### config.mk
export PLATFORM = sky130hd
export DESIGN_NAME = pfc_count_stage
export DESIGN_NICKNAME = d
export VERILOG_FILES = /design/src/hw/rtl/pfc_pkg.sv /design/src/hw/rtl/pfc_count_stage.sv
export SDC_FILE = /design/constraint.sdc
export NUM_CORES = 2
export LEC_CHECK = 0
export BUFFER_PORTS_ARGS = -buffer_cell sky130_fd_sc_hd__buf_2
export CAP_MARGIN = 20
export CORE_ASPECT_RATIO = 0.8
export CORE_UTILIZATION = 48
export DETAILED_ROUTE_END_ITERATION = 6
export GPL_TIMING_DRIVEN = 0
export MAX_ROUTING_LAYER = met4
export PLACE_DENSITY = 0.68
export SLEW_MARGIN = 20
export SYNTH_ARGS = -nofsm -noshare
export SYNTH_HDL_FRONTEND = slang
export SYNTH_SLANG_ARGS = --single-unit
### constraint.sdc
create_clock -name clk -period 11.26 [get_ports clk]
set_input_delay 1.126 -clock clk [delete_from_list [all_inputs] [get_ports clk]]
set_output_delay 1.126 -clock clk [all_outputs]
set_load 0.01 [all_outputs]
### src/hw/rtl/pfc_pkg.sv
// Shared types for the pattern frequency counter table.
`default_nettype none

package pfc_pkg;

    typedef enum logic {
        PFC_OP_ADD   = 1'b0,
        PFC_OP_QUERY = 1'b1
    } pfc_op_t;

    typedef struct packed {
        pfc_op_t     opcode;
        logic [63:0] pattern;
        logic [31:0] amount;
    } pfc_request_t;

    typedef struct packed {
        logic [31:0] count;
        logic        found;
        logic        table_full;
        logic        saturated;
    } pfc_result_t;

    // Outcome of one key lookup, passed from the key store to the count stage.
    typedef struct packed {
        logic found;
        logic alloc;
        logic full;
    } pfc_lookup_t;

endpackage

`default_nettype wire

### src/hw/rtl/pfc_count_stage.sv
// Count store and saturating update, with forwarding between back-to-back requests.
`default_nettype none

module pfc_count_stage #(
    parameter int ENTRIES     = 64,
    parameter int COUNT_WIDTH = 32
) (
    input  wire logic                         clk,
    input  wire logic                         rst_n,
    input  wire logic                         a_valid,
    input  wire pfc_pkg::pfc_op_t             a_opcode,
    input  wire logic [31:0]                  a_amount,
    input  wire pfc_pkg::pfc_lookup_t         a_lookup,
    input  wire logic [$clog2(ENTRIES)-1:0]   a_idx,
    output logic                              res_valid,
    output pfc_pkg::pfc_result_t              res
);

    localparam int IDX_W = $clog2(ENTRIES);
    localparam int SUM_W = ((COUNT_WIDTH > 32) ? COUNT_WIDTH : 32) + 1;
    localparam int EXT_W = COUNT_WIDTH + 32;

    logic [COUNT_WIDTH-1:0] count_mem [ENTRIES];

    logic                   b_valid_reg;
    pfc_pkg::pfc_lookup_t   b_lookup_reg;
    pfc_pkg::pfc_op_t       b_opcode_reg;
    logic [31:0]            b_amount_reg;
    logic [IDX_W-1:0]       b_idx_reg;
    logic [COUNT_WIDTH-1:0] rd_reg;
    logic                   fwd_sel_reg;
    logic [COUNT_WIDTH-1:0] fwd_val_reg;
    logic                   fwd_sel_next;

    logic                   is_add;
    logic                   live;
    logic                   wr_en;
    logic [COUNT_WIDTH-1:0] cur;
    logic [SUM_W-1:0]       sum;
    logic                   clip;
    logic [COUNT_WIDTH-1:0] new_count;
    logic [COUNT_WIDTH-1:0] out_count;
    logic [EXT_W-1:0]       out_ext;

    assign is_add = (b_opcode_reg == pfc_pkg::PFC_OP_ADD);
    assign live   = b_lookup_reg.found || b_lookup_reg.alloc;
    assign wr_en  = b_valid_reg && is_add && live;

    // A fresh entry starts from zero; a hit takes the stored or forwarded count.
    assign cur = !b_lookup_reg.found ? '0 : (fwd_sel_reg ? fwd_val_reg : rd_reg);

    assign sum       = SUM_W'(cur) + SUM_W'(b_amount_reg);
    assign clip      = |sum[SUM_W-1:COUNT_WIDTH];
    assign new_count = clip ? '1 : sum[COUNT_WIDTH-1:0];
    assign out_count = !live ? '0 : (is_add ? new_count : cur);
    assign out_ext   = EXT_W'(out_count);

    assign res_valid      = b_valid_reg;
    assign res.count      = out_ext[31:0];
    assign res.found      = b_lookup_reg.found;
    assign res.table_full = b_lookup_reg.full;
    assign res.saturated  = is_add && live && clip;

    // The memory read below misses a write landing in the same cycle: forward it.
    assign fwd_sel_next = wr_en && (b_idx_reg == a_idx);

    always_ff @(posedge clk or negedge rst_n)
    begin
        if (!rst_n)
        begin
            b_valid_reg <= 1'b0;
        end
        else
        begin
            b_valid_reg <= a_valid;
        end
    end

    always_ff @(posedge clk)
    begin
        b_lookup_reg <= a_lookup;
        b_opcode_reg <= a_opcode;
        b_amount_reg <= a_amount;
        b_idx_reg    <= a_idx;
        rd_reg       <= count_mem[a_idx];
        fwd_sel_reg  <= fwd_sel_next;
        fwd_val_reg  <= new_count;
        if (wr_en)
        begin
            count_mem[b_idx_reg] <= new_count;
        end
    end

endmodule

`default_nettype wire

==> impl_metrics.env <==
export IMPL_status="finished clean"
export IMPL_drc_errors=0
export IMPL_arrival_ps=6810
export IMPL_avgSynthCellArea_um2=23.5
export IMPL_regArea_mm2=0.0637
export IMPL_fin_util_pct=56.3
export IMPL_yosysUniqueCellTypes=52
export IMPL_post_cts_setup_buffer_count=0
export IMPL_timing_fmax_mhz=126
export IMPL_rsz0062_at_grt="false"
export IMPL_synth_fp_nets=3608
export IMPL_numCtsBuffers=192
export IMPL_finalHoldViolations=0
export IMPL_clockPowerShare_pct=36.2
export IMPL_grt_overflow=0
export IMPL_core_area_mm2=0.170
export IMPL_p_seq_share_pct=53.2
export IMPL_critPathKind="reg -> out"
export IMPL_die_h_um=374
export IMPL_cp_data_required_time_ps=10130
export IMPL_switchingPower_w=0.00432
export IMPL_fin_nets=4009
export IMPL_place_area_mm2=0.0897
export IMPL_num_rows=135
export IMPL_drive_gt1_share_pct=33.3
export IMPL_ctsHoldBuffers=0
export IMPL_htree_levels=4
export IMPL_routed_wl_mm=218
export IMPL_p_int_w=0.0136
export IMPL_insertion_delay_ps=840
export IMPL_maxSlewHeadroom_pct=22.1
export IMPL_grt_pass1_vias=39920
export IMPL_cts_resized=0
export IMPL_synth_area_leader_cell="edfxtp_1"
export IMPL_setup_tns_ps=0
export IMPL_synth_area_leaders="edfxtp_1 (74%), mux4_2 (18%), dfxtp_1 (2.6%), mux2i_1 (0.58%), ha_1 (0.48%)"
export IMPL_drt_pass1_iter_count=6
export IMPL_cp_start_kind="flop"
export IMPL_antenna_found_initial=16
export IMPL_p_comb_share_pct=10.6
export IMPL_grt_start_max_net_pins=67
export IMPL_sw_frac_of_total_pct=24.2
export IMPL_numPortBuffers=80
export IMPL_post_route_period_util_pct=70.5
export IMPL_clock_path_buffers=3
export IMPL_maxCapViolations=0
export IMPL_die_area_mm2=0.174
export IMPL_yosysWarnings=0
export IMPL_synth_edff_count=2048
export IMPL_yosysSeqAreaShare_pct=76.8
export IMPL_ir_worst_vdd_mv=0.149
export IMPL_start_util_pct=48.7
export IMPL_drtAntennaViolNets=0
export IMPL_grt_first_pass_wirelength_mm=308
export IMPL_ys_async_sr_fraction_pct=0.0464
export IMPL_synthesis_area_mm2=0.0829
export IMPL_ios=81
export IMPL_ys_flop_type="edfxtp_1"
export IMPL_largest_reg_flops=2048
export IMPL_wl_per_cell_um=34.3
export IMPL_p_per_area_mw_per_mm2=187
export IMPL_ys_seq_elements=2156
export IMPL_path_clk_slew_ps=60
export IMPL_gp_congestion=0.888
export IMPL_period_minus_slack_ps=7940
export IMPL_n_fill_cell=12161
export IMPL_drv_slew=0
export IMPL_cts_sinks=2156
export IMPL_setup_viol=0
export IMPL_root_buffer="clkbuf_16"
export IMPL_multiInputGateArea_mm2=0.0190
export IMPL_finalPower_w=0.0179
export IMPL_drt_iter0_markers=6511
export IMPL_cp_end_kind="output pin"
export IMPL_hpwl_mm=146
export IMPL_largest_register="count_mem"
export IMPL_avgViaCountPerCell=6.39
export IMPL_synthCells=3530
export IMPL_fin_skew_ps=32.9
export IMPL_track_usage_pct=26.1
export IMPL_critPathMaxFanout=66
export IMPL_num_vias=40588
export IMPL_tightestPinTransition_ps=1170
export IMPL_cts_tree="yes"
export IMPL_leakage_nw=29.9
export IMPL_chipWidth_um=467
export IMPL_area_delta_synth_final_pct=15.7
export IMPL_hold_path_class="in -> async"
export IMPL_final_area_mm2=0.0959
export IMPL_yosys_area_top_type_share_pct=74.2
[cells in the mapped netlist, drive strengths merged, types with 17 or more instances]
library cell  instances
nor2b                34
buf                  95
edfxtp             2048
a21oi                27
mux2i                48
nand2                65
mux4                664
xnor2                20
ha                   32
clkbuf               91
nor2                105
dfxtp               107
o21ai                30
a211oi               17
[per-stage QoR]
stage / setup WS (ps) / hold slack (ps) / cells
2_1_floorplan: 4370 / 552 / 3530
3_3_place_gp: 59.4 / 597 / 5870
3_5_place_dp: 4140 / 610 / 5995
4_1_cts: 3220 / 6.31 / 6349
5_1_grt: 2860 / 37.2 / 6354
6_report: 3320 / 64.3 / 6356
[worst max-delay path, cell delays in order, from the launching register on]
cell      delay, ps
dfxtp_1         320
clkbuf_1        420
buf_2           420
buf_1           670
mux2i_1         280
nor2b_1          90
ha_1            350
a211o_1         330
nand2b_1        170
o21ai_0         440
o211ai_1        310
a211oi_2        430
buf_2           530
nand2_4         510
mux2i_1         450
nor2_1           80
buf_2           160
[cell usage in the layout (no fill, tap or decap), types with 27 or more instances in the layout]
| cell type | Yosys | routed |
|---|---|---|
| a21oi_1 | 27 | 27 |
| buf_12 | 0 | 56 |
| buf_16 | 0 | 63 |
| buf_2 | 50 | 133 |
| clkbuf_1 | 91 | 124 |
| clkbuf_16 | 0 | 194 |
| clkinv_2 | 0 | 45 |
| dfxtp_1 | 107 | 107 |
| edfxtp_1 | 2048 | 2048 |
| ha_1 | 32 | 32 |
| mux2i_1 | 48 | 48 |
| mux4_2 | 664 | 664 |
| nand2_1 | 65 | 36 |
| nor2_1 | 105 | 40 |
| nor2_4 | 0 | 64 |
| nor2b_1 | 34 | 34 |
| o21ai_0 | 30 | 28 |
[cell type report]
class	instances	share of cell area [%]
Clock buffer	251	5.41
Inverter	11	0.0431
Buffer	186	0.877
Timing Repair Buffer	207	3.52
Antenna cell	5	0.0131
Sequential cell	2156	66.4
Clock inverter	103	0.952
Tap cell	2260	2.95
Multi-Input combinational cell	1177	19.8
[path summary, 6_finish.rpt]
| kind | start | end | slack (ps) | depth (start not counted) |
|---|---|---|---|---|
| hold reg to reg | res_valid$_DFF_PN0_ | fwd_sel_reg$_DFF_P_ | 690 | 2 |
| setup / recovery | fwd_sel_reg$_DFF_P_ | res[7] | 3320 | 16 |
| setup reg to reg | fwd_sel_reg$_DFF_P_ | count_mem[32][25]$_DFFE_PP_ | 4640 | 15 |
| hold / removal | rst_n | res_valid$_DFF_PN0_ | 60 | 1 |
| min in group clk | a_amount[23] | b_amount_reg[23]$_DFF_P_ | 390 | 1 |
| max in group asynchronous | rst_n | res_valid$_DFF_PN0_ | 11110 | 1 |
[logic make-up (layout without fill, tap and decap cells)]
family	after synthesis	in the layout	share of synthesized area [%]
AOI/OAI and AO/OA	123	123	1.03
xor gates and xnor gates	34	34	0.359
DFF	2156	2156	76.8
other	0	5	0
muxes	721	721	18.8
buffers and inverters	197	758	1.04
adders and majority gates	33	33	0.507
and+or+nand+nor	266	266	1.48
[metal layers]
layer	vias up	track usage (%)	share of wire [%]
li1	15888	-	-
met2	2531	37.0	45
met3	320	6.08	12
met5	-	-	0
met4	0	6.40	2.3
met1	21849	38.5	41
[power groups by stage]
stage	clock, W	combinational, W	sequential [W]
global placement	0	0.00159	0.00981
floorplan	0	0.000930	0.00972
CTS	0.00653	0.00187	0.00952
finish	0.00647	0.00190	0.00952
detailed placement	0	0.00186	0.00969
global route	0.00682	0.00199	0.00952
(Power assumes the default switching activity.)
